[src/rtl/core/tps_pkg.sv]
// Shared types, constants and control codes for the tachometer period and speed block.
`timescale 1ns / 1ps

package tps_pkg;

    localparam int TIMER_WIDTH_DEF = 16;
    localparam int CAP_W           = 16;
    localparam int RELOAD_W        = 16;
    localparam int CLOCK_W         = 32;
    localparam int PPR_W           = 8;
    localparam int PERIOD_W        = 32;
    localparam int RPS_W           = 32;
    localparam int RPM_W           = 38;
    localparam int DIV_W           = PERIOD_W + PPR_W;
    localparam int NUM_W           = RPM_W;
    localparam int CNT_W           = $clog2(NUM_W);
    localparam int CFG_IDX_W       = 2;

    localparam logic [RELOAD_W-1:0] RELOAD_RST = 16'hFFFF;
    localparam logic [CLOCK_W-1:0]  CLOCK_RST  = 32'd50000000;
    localparam logic [PPR_W-1:0]    PPR_RST    = 8'd4;
    localparam logic [NUM_W-1:0]    RPM_FACTOR = 38'd60;
    localparam logic [CNT_W-1:0]    DIV_LAST   = CNT_W'(NUM_W - 1);

    typedef enum logic [CFG_IDX_W-1:0] {
        CFG_RELOAD = 2'd0,
        CFG_CLOCK  = 2'd1,
        CFG_PPR    = 2'd2
    } cfg_idx_t;

    typedef struct packed {
        logic             func;
        logic [CAP_W-1:0] capture_count;
    } evt_t;

    typedef struct packed {
        logic [PERIOD_W-1:0] period_ticks;
        logic [RPS_W-1:0]    speed_rps;
        logic [RPM_W-1:0]    speed_rpm;
        logic                div_error;
    } res_t;

    typedef enum logic [2:0] {
        ST_IDLE,
        ST_SUM,
        ST_SCALE,
        ST_RPM,
        ST_RPS_LOAD,
        ST_RPS,
        ST_PUBLISH
    } state_t;

    typedef struct packed {
        logic timeout;
        logic capture;
        logic sum;
        logic scale;
        logic div_load;
        logic div_sel_rps;
        logic div_step;
        logic publish;
    } cmd_t;

    typedef struct packed {
        logic div_zero;
        logic div_last;
        logic out_busy;
    } status_t;

endpackage

[src/rtl/core/tachometer_period_speed.sv]
// Top level of the tachometer period and speed block with configuration registers.
//
// Usage:
//   evt channel (evt_valid/evt_stall/evt) carries one beat per timer event:
//   func 0 is a timeout, func 1 a rising-edge capture with the latched count.
//   res channel (res_valid/res_stall/res) returns one beat per capture with
//   the period in ticks, revolutions per second and per minute, and
//   div_error when the period times pulses per revolution is zero.
//   cfg channel (cfg_valid/cfg_ready/cfg_index/cfg_data) writes reload value,
//   clock frequency and pulses per revolution; cfg_ready is always high.
// Timing:
//   A capture beat reaches the output register through the period sum,
//   scaling, 38 divider steps for the minute rate, a reload, 38 steps for
//   the second rate and publish; a zero divisor skips both divisions. The
//   next beat is accepted in the cycle after publish; evt_stall stays high
//   until then.
// Reset clears the previous capture, timeout count and period, and loads the
// default configuration. A stalled result is held in the output register;
// the next capture finishes its division and waits there before publishing.
`timescale 1ns / 1ps

module tachometer_period_speed #(
    parameter int TIMER_WIDTH = tps_pkg::TIMER_WIDTH_DEF
) (
    input  logic                          clk,
    input  logic                          rst_n,
    input  logic                          evt_valid,
    output logic                          evt_stall,
    input  tps_pkg::evt_t                 evt,
    output logic                          res_valid,
    input  logic                          res_stall,
    output tps_pkg::res_t                 res,
    input  logic                          cfg_valid,
    output logic                          cfg_ready,
    input  logic [tps_pkg::CFG_IDX_W-1:0] cfg_index,
    input  logic [tps_pkg::CLOCK_W-1:0]   cfg_data
);
    import tps_pkg::*;

    logic [RELOAD_W-1:0] reload_reg;
    logic [CLOCK_W-1:0]  clock_reg;
    logic [PPR_W-1:0]    ppr_reg;
    cmd_t                cmd;
    status_t             status;

    assign cfg_ready = 1'b1;

    always_ff @(posedge clk or negedge rst_n)
    begin
        if (!rst_n)
        begin
            reload_reg <= RELOAD_RST;
            clock_reg  <= CLOCK_RST;
            ppr_reg    <= PPR_RST;
        end
        else if (cfg_valid && cfg_ready)
        begin
            case (cfg_index)
                CFG_RELOAD: reload_reg <= cfg_data[RELOAD_W-1:0];
                CFG_CLOCK:  clock_reg  <= cfg_data;
                CFG_PPR:    ppr_reg    <= cfg_data[PPR_W-1:0];
                default:    ;
            endcase
        end
    end

    tps_ctrl u_ctrl (
        .clk       (clk),
        .rst_n     (rst_n),
        .evt_valid (evt_valid),
        .evt_func  (evt.func),
        .evt_stall (evt_stall),
        .status    (status),
        .cmd       (cmd)
    );

    tps_dp #(
        .TIMER_WIDTH (TIMER_WIDTH)
    ) u_dp (
        .clk            (clk),
        .rst_n          (rst_n),
        .cmd            (cmd),
        .status         (status),
        .evt            (evt),
        .reload_value   (reload_reg),
        .clock_hz       (clock_reg),
        .pulses_per_rev (ppr_reg),
        .res_stall      (res_stall),
        .res_valid      (res_valid),
        .res            (res)
    );

    a_capture_busy: assert property (@(posedge clk) disable iff (!rst_n)
        evt_valid && !evt_stall && evt.func |=> evt_stall)
        else $error("capture beat did not start a busy period");

    a_timeout_free: assert property (@(posedge clk) disable iff (!rst_n)
        evt_valid && !evt_stall && !evt.func |=> !evt_stall)
        else $error("timeout beat blocked the event channel");

    a_result_after_work: assert property (@(posedge clk) disable iff (!rst_n)
        $rose(res_valid) |-> $past(evt_stall))
        else $error("result appeared without a capture in work");

    a_error_zero_speed: assert property (@(posedge clk) disable iff (!rst_n)
        res_valid && res.div_error |-> (res.speed_rps == '0) && (res.speed_rpm == '0))
        else $error("division error with nonzero speed");

endmodule

[src/rtl/core/tps_ctrl.sv]
// Controller state machine sequencing capture, period, scaling, division and publish.
`timescale 1ns / 1ps

module tps_ctrl (
    input  logic             clk,
    input  logic             rst_n,
    input  logic             evt_valid,
    input  logic             evt_func,
    output logic             evt_stall,
    input  tps_pkg::status_t status,
    output tps_pkg::cmd_t    cmd
);
    import tps_pkg::*;

    state_t state_reg;
    state_t state_next;

    always_ff @(posedge clk or negedge rst_n)
    begin
        if (!rst_n)
        begin
            state_reg <= ST_IDLE;
        end
        else
        begin
            state_reg <= state_next;
        end
    end

    always_comb
    begin
        state_next = state_reg;
        cmd        = '0;
        evt_stall  = 1'b1;
        case (state_reg)
            ST_IDLE:
            begin
                evt_stall = 1'b0;
                if (evt_valid)
                begin
                    if (evt_func)
                    begin
                        cmd.capture = 1'b1;
                        state_next  = ST_SUM;
                    end
                    else
                    begin
                        cmd.timeout = 1'b1;
                    end
                end
            end
            ST_SUM:
            begin
                cmd.sum    = 1'b1;
                state_next = ST_SCALE;
            end
            ST_SCALE:
            begin
                cmd.scale = 1'b1;
                if (status.div_zero)
                begin
                    state_next = ST_PUBLISH;
                end
                else
                begin
                    cmd.div_load = 1'b1;
                    state_next   = ST_RPM;
                end
            end
            ST_RPM:
            begin
                cmd.div_step = 1'b1;
                if (status.div_last)
                begin
                    state_next = ST_RPS_LOAD;
                end
            end
            ST_RPS_LOAD:
            begin
                cmd.div_load    = 1'b1;
                cmd.div_sel_rps = 1'b1;
                state_next      = ST_RPS;
            end
            ST_RPS:
            begin
                cmd.div_step = 1'b1;
                if (status.div_last)
                begin
                    state_next = ST_PUBLISH;
                end
            end
            ST_PUBLISH:
            begin
                if (!status.out_busy)
                begin
                    cmd.publish = 1'b1;
                    state_next  = ST_IDLE;
                end
            end
            default:
            begin
                state_next = ST_IDLE;
            end
        endcase
    end

endmodule

[src/rtl/core/tps_dp.sv]
// Datapath: capture state, period sum, divisor scaling, restoring divider, output register.
`timescale 1ns / 1ps

module tps_dp #(
    parameter int TIMER_WIDTH = tps_pkg::TIMER_WIDTH_DEF
) (
    input  logic                           clk,
    input  logic                           rst_n,
    input  tps_pkg::cmd_t                  cmd,
    output tps_pkg::status_t               status,
    input  tps_pkg::evt_t                  evt,
    input  logic [tps_pkg::RELOAD_W-1:0]   reload_value,
    input  logic [tps_pkg::CLOCK_W-1:0]    clock_hz,
    input  logic [tps_pkg::PPR_W-1:0]      pulses_per_rev,
    input  logic                           res_stall,
    output logic                           res_valid,
    output tps_pkg::res_t                  res
);
    import tps_pkg::*;

    localparam logic [CAP_W-1:0] CAP_MASK =
        (TIMER_WIDTH >= CAP_W) ? {CAP_W{1'b1}} : CAP_W'((64'd1 << TIMER_WIDTH) - 64'd1);
    localparam logic [TIMER_WIDTH-1:0] TC_MAX = {TIMER_WIDTH{1'b1}};

    logic [CAP_W-1:0]       prev_reg;
    logic [TIMER_WIDTH-1:0] tc_reg;
    logic [PERIOD_W-1:0]    period_reg;
    logic                   res_valid_reg;
    logic [CNT_W-1:0]       cnt_reg;
    logic                   sel_rps_reg;

    logic [PERIOD_W-1:0]    prod_reg;
    logic [PERIOD_W-1:0]    diff_reg;
    logic [DIV_W-1:0]       div_reg;
    logic [DIV_W-1:0]       rem_reg;
    logic [NUM_W-1:0]       numq_reg;
    logic [RPS_W-1:0]       rps_reg;
    logic [RPM_W-1:0]       rpm_reg;
    res_t                   res_reg;

    logic [CAP_W-1:0]             cap_m;
    logic [TIMER_WIDTH+RELOAD_W-1:0] prod_full;
    logic [DIV_W:0]               trial;
    logic [DIV_W:0]               trial_sub;
    logic                         qbit;
    logic [DIV_W-1:0]             rem_next;
    logic [NUM_W-1:0]             numq_next;
    logic                         div_zero;

    assign cap_m     = evt.capture_count & CAP_MASK;
    assign prod_full = tc_reg * reload_value;
    assign div_zero  = (period_reg == '0) || (pulses_per_rev == '0);

    assign trial     = {rem_reg, numq_reg[NUM_W-1]};
    assign trial_sub = trial - {1'b0, div_reg};
    assign qbit      = !trial_sub[DIV_W];
    assign rem_next  = qbit ? trial_sub[DIV_W-1:0] : trial[DIV_W-1:0];
    assign numq_next = {numq_reg[NUM_W-2:0], qbit};

    assign status.div_zero = div_zero;
    assign status.div_last = (cnt_reg == DIV_LAST);
    assign status.out_busy = res_valid_reg && res_stall;

    always_ff @(posedge clk or negedge rst_n)
    begin
        if (!rst_n)
        begin
            prev_reg      <= '0;
            tc_reg        <= '0;
            period_reg    <= '0;
            res_valid_reg <= 1'b0;
            cnt_reg       <= '0;
            sel_rps_reg   <= 1'b0;
        end
        else
        begin
            if (cmd.timeout && (tc_reg != TC_MAX))
            begin
                tc_reg <= tc_reg + 1'b1;
            end
            if (cmd.capture)
            begin
                prev_reg <= cap_m;
                tc_reg   <= '0;
            end
            if (cmd.sum)
            begin
                period_reg <= diff_reg + prod_reg;
            end
            if (cmd.div_load)
            begin
                cnt_reg     <= '0;
                sel_rps_reg <= cmd.div_sel_rps;
            end
            else if (cmd.div_step)
            begin
                cnt_reg <= cnt_reg + 1'b1;
            end
            if (cmd.publish)
            begin
                res_valid_reg <= 1'b1;
            end
            else if (!res_stall)
            begin
                res_valid_reg <= 1'b0;
            end
        end
    end

    always_ff @(posedge clk)
    begin
        if (cmd.capture)
        begin
            prod_reg <= PERIOD_W'(prod_full);
            diff_reg <= PERIOD_W'(prev_reg) - PERIOD_W'(cap_m);
        end
        if (cmd.scale)
        begin
            div_reg <= period_reg * pulses_per_rev;
        end
        if (cmd.div_load)
        begin
            rem_reg <= '0;
            if (cmd.div_sel_rps)
            begin
                numq_reg <= NUM_W'(clock_hz);
            end
            else
            begin
                numq_reg <= NUM_W'(clock_hz) * RPM_FACTOR;
            end
        end
        else if (cmd.div_step)
        begin
            rem_reg  <= rem_next;
            numq_reg <= numq_next;
            if (cnt_reg == DIV_LAST)
            begin
                if (sel_rps_reg)
                begin
                    rps_reg <= RPS_W'(numq_next);
                end
                else
                begin
                    rpm_reg <= numq_next;
                end
            end
        end
        if (cmd.publish)
        begin
            res_reg.period_ticks <= period_reg;
            res_reg.speed_rps    <= div_zero ? '0 : rps_reg;
            res_reg.speed_rpm    <= div_zero ? '0 : rpm_reg;
            res_reg.div_error    <= div_zero;
        end
    end

    assign res_valid = res_valid_reg;
    assign res       = res_reg;

endmodule
[config.mk]
export PLATFORM = sky130hd
export DESIGN_NAME = tachometer_period_speed
export DESIGN_NICKNAME = d
export VERILOG_FILES = /design/src/rtl/core/tps_pkg.sv /design/src/rtl/core/tachometer_period_speed.sv /design/src/rtl/core/tps_ctrl.sv /design/src/rtl/core/tps_dp.sv
export SDC_FILE = /design/constraint.sdc
export NUM_CORES = 2
export LEC_CHECK = 0
export BUFFER_PORTS_ARGS = -buffer_cell sky130_fd_sc_hd__buf_2
export CORE_AREA = 2 2 407 207
export DETAILED_ROUTE_END_ITERATION = 8
export DIE_AREA = 0 0 409 209
export PLACE_DENSITY_LB_ADDON = 0.15
export RECOVER_POWER = 50
export SLEW_MARGIN = 30
export SYNTH_ARGS = -nofsm -noshare
export SYNTH_HDL_FRONTEND = slang
export SYNTH_SLANG_ARGS = --single-unit
[constraint.sdc]
create_clock -name clk -period 7.7 [get_ports clk]
set_input_delay 1.925 -clock clk [delete_from_list [all_inputs] [get_ports clk]]
set_output_delay 1.925 -clock clk [all_outputs]
set_load 0.01 [all_outputs]
After elaboration in Yosys (flattened, before gate mapping)
Cells that the tools add are included.
{"block": "totals", "ff_bits": 486, "in_bits": 56, "out_inout_bits": 106, "word_cells": 94}
{"block": "op_classes", "add_sub_neg": 5, "multipliers": 3, "n_eq_ne": 16, "mux": 30, "bitwise_logic": 2, "reduce_logical": 17}
{"operator": "38-bit two-way mux", "n": 3}
{"operator": "41-bit by 40-bit subtractor with 41-bit output", "n": 1}
{"operator": "32-bit by 8-bit multiplier with 40-bit output", "n": 1}
{"operator": "40-bit two-way mux", "n": 1}
{"operator": "32-bit by 4-bit multiplier with 36-bit output (second input constant)", "n": 1}
{"operator": "32-bit adder", "n": 1}
{"operator": "32-bit logical NOT", "n": 1}
{"operator": "16-bit by 16-bit multiplier with 32-bit output", "n": 1}
{"operator": "16-bit two-way mux", "n": 2}
{"operator": "3-bit case mux with 7 select lines", "n": 1}
{"operator": "3-bit two-way mux", "n": 6}
{"operator": "16-bit by 16-bit subtractor with 17-bit output", "n": 1}
{"operator": "16-bit by 1-bit adder with 16-bit output (second input constant)", "n": 1}
{"operator": "16-bit != test (second input constant)", "n": 1}
{"operator": "1-bit two-way mux", "n": 12}
{"operator": "6-bit two-way mux", "n": 2}
{"operator": "2-bit != test (second input constant)", "n": 5}
{"operator": "3-bit == test (second input constant)", "n": 3}
{"operator": "8-bit logical NOT", "n": 1}
{"operator": "4-bit AND reduction", "n": 2}
{"operator": "6-bit by 1-bit adder with 6-bit output (second input constant)", "n": 1}
{"operator": "3-bit by 2-bit == test with 1-bit output (second input constant)", "n": 2}
{"operator": "6-bit == test (second input constant)", "n": 1}
{"operator": "2-bit AND reduction", "n": 3}
{"operator": "15 further kinds", "n": 19}

Logic depth before layout (Yosys ltp)
{"block": "depth", "word_depth": 6, "mapped_depth": 25}

Modules after synthesis
A second synthesis with hierarchy kept.
{"block": "hier_totals", "cells_unflattened": 4035, "area_unflattened_um2": 41091.9}
{"module": "tps_dp", "n_inst": 1, "cells_per_inst": 3881, "area_each_um2": 38673.3}
{"module": "tachometer_period_speed", "n_inst": 1, "cells_per_inst": 121, "area_each_um2": 2162.1}
{"module": "tps_ctrl", "n_inst": 1, "cells_per_inst": 33, "area_each_um2": 256.5}

Worst setup path after synthesis
Ideal clock, no wire load.
{"block": "synth_path", "kind": "input-to-reg", "start": "input port res_stall", "end": "register u_dp.res_reg (netlist bit u_dp.res[0]), enable pin", "setup_ns": 0.566, "arrival_time_ns": 6.371, "slack_ns": 0.763, "path_stages": 3, "cell_sequence": "nand2_1 -> nand2_1 -> nor2_1"}
{"element": "from (decl)", "line": "tachometer_period_speed.sv:31", "source": "input logic res_stall,"}
{"element": "to (decl)", "line": "tps_dp.sv:39", "source": "res_t res_reg;"}

Final worst setup path
{"block": "layout_path", "start": "register u_dp.tc_reg[8]", "end": "register u_dp.prod_reg[31], data pin"}
{"block": "layout_between", "elab_chain_cells": 1}
{"element": "from (decl)", "line": "tps_dp.sv:26", "source": "logic [TIMER_WIDTH-1:0] tc_reg;"}
{"element": "from (signal assigned)", "line": "tps_dp.sv:79", "source": "tc_reg <= tc_reg + 1'b1;"}
{"element": "16-bit by 16-bit multiplier with 32-bit output", "line": "tps_dp.sv:51", "source": "assign prod_full = tc_reg * reload_value;"}
{"element": "named net u_dp.prod_full[31]", "line": "tps_dp.sv:42", "source": "logic [TIMER_WIDTH+RELOAD_W-1:0] prod_full;"}
{"element": "to (signal assigned)", "line": "tps_dp.sv:114", "source": "prod_reg <= PERIOD_W'(prod_full);"}
{"element": "to (decl)", "line": "tps_dp.sv:32", "source": "logic [PERIOD_W-1:0] prod_reg;"}
The timed path passes the listed nets, and every way through them passes these cells.
A chain may end at the register's enable or synchronous reset.

==> metrics.txt <==
layout cells sized above 1=9.463%; top cell type's share of synthesized area=22.12%; I/O pins=162; final setup fails=0; WL per Instance=20.65 um; WP buf/inv=4; total CTS buffers=48; Worst-path clk slew=0.07 ns; CP Class=reg -> reg; commonest cells after routing, fill and taps aside=inv_1, fa_1, nand2_1, edfxtp_1, ha_1; CP required=8.05 ns; Final min period=6.974 ns; initial core utilization=49.37%; Die Wd=409 um; hold_buf cts=0; count of different cell masters after synthesis=82; drt via density=5.505; grt total ovfl=0; die area=85480 um^2; Max-slew headroom=-208.0%; I/O Buffers=160; cell area after synthesis=40720 um^2; Seq/Total Area, Yosys=32.23%; top_reg_cell synth=edfxtp_1; Final Cell Area=44100 um^2; RePlAce Congestion=0.9389; CP top delay family=adder cells; via count=28720; cell taking the most area after synthesis=edfxtp_1; FILL cells=7343; Worst path max stage delay=0.84 ns; area post-placement=42560 um^2; DRC marker count from the first detailed-route iteration=2786; Routed WL=107700 um; setup tns final=0 ns; RSZ-0062 raised after global routing=false; vias in the first global route=27830; Async S/R FF share, synth=27.81%; Resized Gates After CTS=0; dpl ws=0.8302 ns; class of the worst hold path=reg -> reg; row count=75; largest fanout on the critical path=18; Critical Path Source Type=register; slowest stage cell, crit path=dfrtp_1; Critical R2R Capture=u_dp.prod_reg[31]; Critical Path Sink Type=register; Net Count, Synth=4777; synth warn=0; setup ws final=0.7258 ns; commonest non-fill, non-tap cell in the layout=inv_1; outcome=complete, but fails checks; Hold Crit Start=u_dp.numq_reg[31]; antenna violations before repair=1; DRC viols=0; max reg flops=103; Tcrit/Tclk final=90.57%; Worst Hold Path EP=u_dp.rpm_reg[32]; CTS tree=done; Root Buffer=clkbuf_16; largest net degree at the start of global routing=77; crit-path cells=and2_1 > fa_1 > inv_1 > fa_1 > fa_1 > inv_1 > fa_1 > fa_1 > inv_1 > fa_1 > inv_1 > ha_1 > or3_1 > o211ai_1 > a21boi_0 > a221oi_1 > o21ai_2 > a2111oi_2 > o21bai_1 > a21oi_1 > xnor2_1; ranking of synthesized cells by area=edfxtp_1, fa_1, ha_1; WP data arrival=7.32 ns; first-pass GRT wire length=169600 um; R2R depth=21; average cell area after synthesis=10.21 um^2; Global Route Usage Sum=25.55%; hold path depth=0; Longest Clk Path Bufs=3; Post-Synthesis Cells=3990; Worst R2R Start=u_dp.tc_reg[8]; Worst-Margin Slew=4.620 ns; cell mode on critical path=fa_1; H-tree depth=2; Setup Fix Bufs, Post-CTS=0; Routed Antenna Nets=0; Post-synth EDFFs=300; Pre-Repair DR Iteration Count=5; flop-to-flop setup slack=0.73 ns; Layout area overhead=8.309%; Max Transition Viols Final=529; Max Cap Viol=10; Die Height=209 um; nets=4847; Achievable Freq=143.4 MHz; clock sinks=471; post-layout util=53.47%; register bit count reported by yosys=471; failing checks=max-capacitance violations, max-slew violations; Clock Skew=0.06431 ns; DP Wirelength=83380 um; Worst-Skew Late Latency=0.65 ns; Core Box Area=82490 um^2; final hold violations=0
## stage by stage
step,hold WS [ns],instances
3_3_place_gp,0.4369,5126
4_1_cts,0.4550,5216
6_report,0.4539,5217
5_1_grt,0.4575,5216
2_1_floorplan,0.4231,3990
3_5_place_dp,0.4366,5126
## cells in the mapped netlist, types with 8 or more instances
| library cell | number |
|---|---|
| ha_1 | 293 |
| a21o_1 | 88 |
| xor2_1 | 78 |
| o22ai_1 | 25 |
| and2_1 | 333 |
| dfrtp_1 | 102 |
| inv_1 | 519 |
| nand2b_1 | 23 |
| a31oi_1 | 26 |
| nor3_1 | 34 |
| o31ai_1 | 9 |
| a211oi_1 | 19 |
| dfxtp_1 | 40 |
| o21bai_1 | 25 |
| mux2i_1 | 34 |
| clkbuf_1 | 152 |
| nand2_1 | 435 |
| buf_1 | 15 |
| nor4_1 | 13 |
| and3_1 | 24 |
| nor2b_1 | 19 |
| o211ai_1 | 14 |
| xnor2_1 | 96 |
| a221o_1 | 9 |
| mux2_2 | 72 |
| or3_1 | 15 |
| o21a_1 | 16 |
| a21oi_1 | 191 |
| edfxtp_1 | 300 |
| a221oi_1 | 8 |
| nand4_1 | 22 |
| dfstp_2 | 29 |
| o21ai_0 | 146 |
| o21ai_1 | 34 |
| nand3_1 | 59 |
| nor2_1 | 136 |
| fa_1 | 438 |
## kinds of logic (layout without fill, tap and decap cells)
group,after synthesis,after routing,share of synthesized area (%)
compound gates,668,668,10.23
xor+xnor,175,175,3.810
fa+ha+maj,731,731,30.54
buf+inv,697,807,6.517
flops,471,471,32.23
mux,106,106,2.827
other cells,1,2,0.009209
simple gates,1141,1141,13.84
## worst max-delay path by stage
stage                    startpoint                 to  slack, ns  depth (start not counted)
floorplan                 res_stall        u_dp.res[0]       0.76                          3
global placement    u_dp.tc_reg[11]  u_dp.prod_reg[31]       0.90                         20
detailed placement  u_dp.tc_reg[11]  u_dp.prod_reg[31]       0.83                         20
CTS                 u_dp.tc_reg[11]  u_dp.prod_reg[31]       0.79                         20
global route        u_dp.tc_reg[11]  u_dp.prod_reg[31]       0.31                         20
finish               u_dp.tc_reg[8]  u_dp.prod_reg[31]       0.73                         21
## worst register-to-register path: cells and delay by family, from the launching register on
family | cells | cell delay (ns)
adder cells (fa/ha/maj) | 7 | 3.18
AO/OA/AOI/OAI | 7 | 1.71
flip-flops | 1 | 0.84
AND/OR/NAND/NOR | 2 | 0.64
buffers and inverters | 4 | 0.24
XOR/XNOR | 1 | 0.09
## cell type report
cell class | instances | area (um^2) | area share (%)
sequential | 471 | 13120 | 29.76
inverter | 519 | 1951 | 4.423
tap | 1116 | 1396 | 3.166
antenna | 1 | 2.502 | 0.005674
clock buffer | 56 | 1241 | 2.814
multi-input combinational | 2822 | 24990 | 56.66
clock inverter | 34 | 364.1 | 0.8256
timing repair buffer | 198 | 1036 | 2.349
## metal layers
| metal | up-vias | GRT usage (%) | part of all wire, % |
|---|---|---|---|
| met3 | 79 | 7.047 | 10 |
| met2 | 1052 | 30.69 | 35 |
| li1 | 13370 | - | - |
| met5 | - | 0 | 0 |
| met4 | 0 | 3.143 | 0.95 |
| met1 | 14220 | 44.45 | 54 |
Power is left out: the tool's default activity adds up to more than one toggle a clock period on the data nets, which glitch-free logic cannot reach.
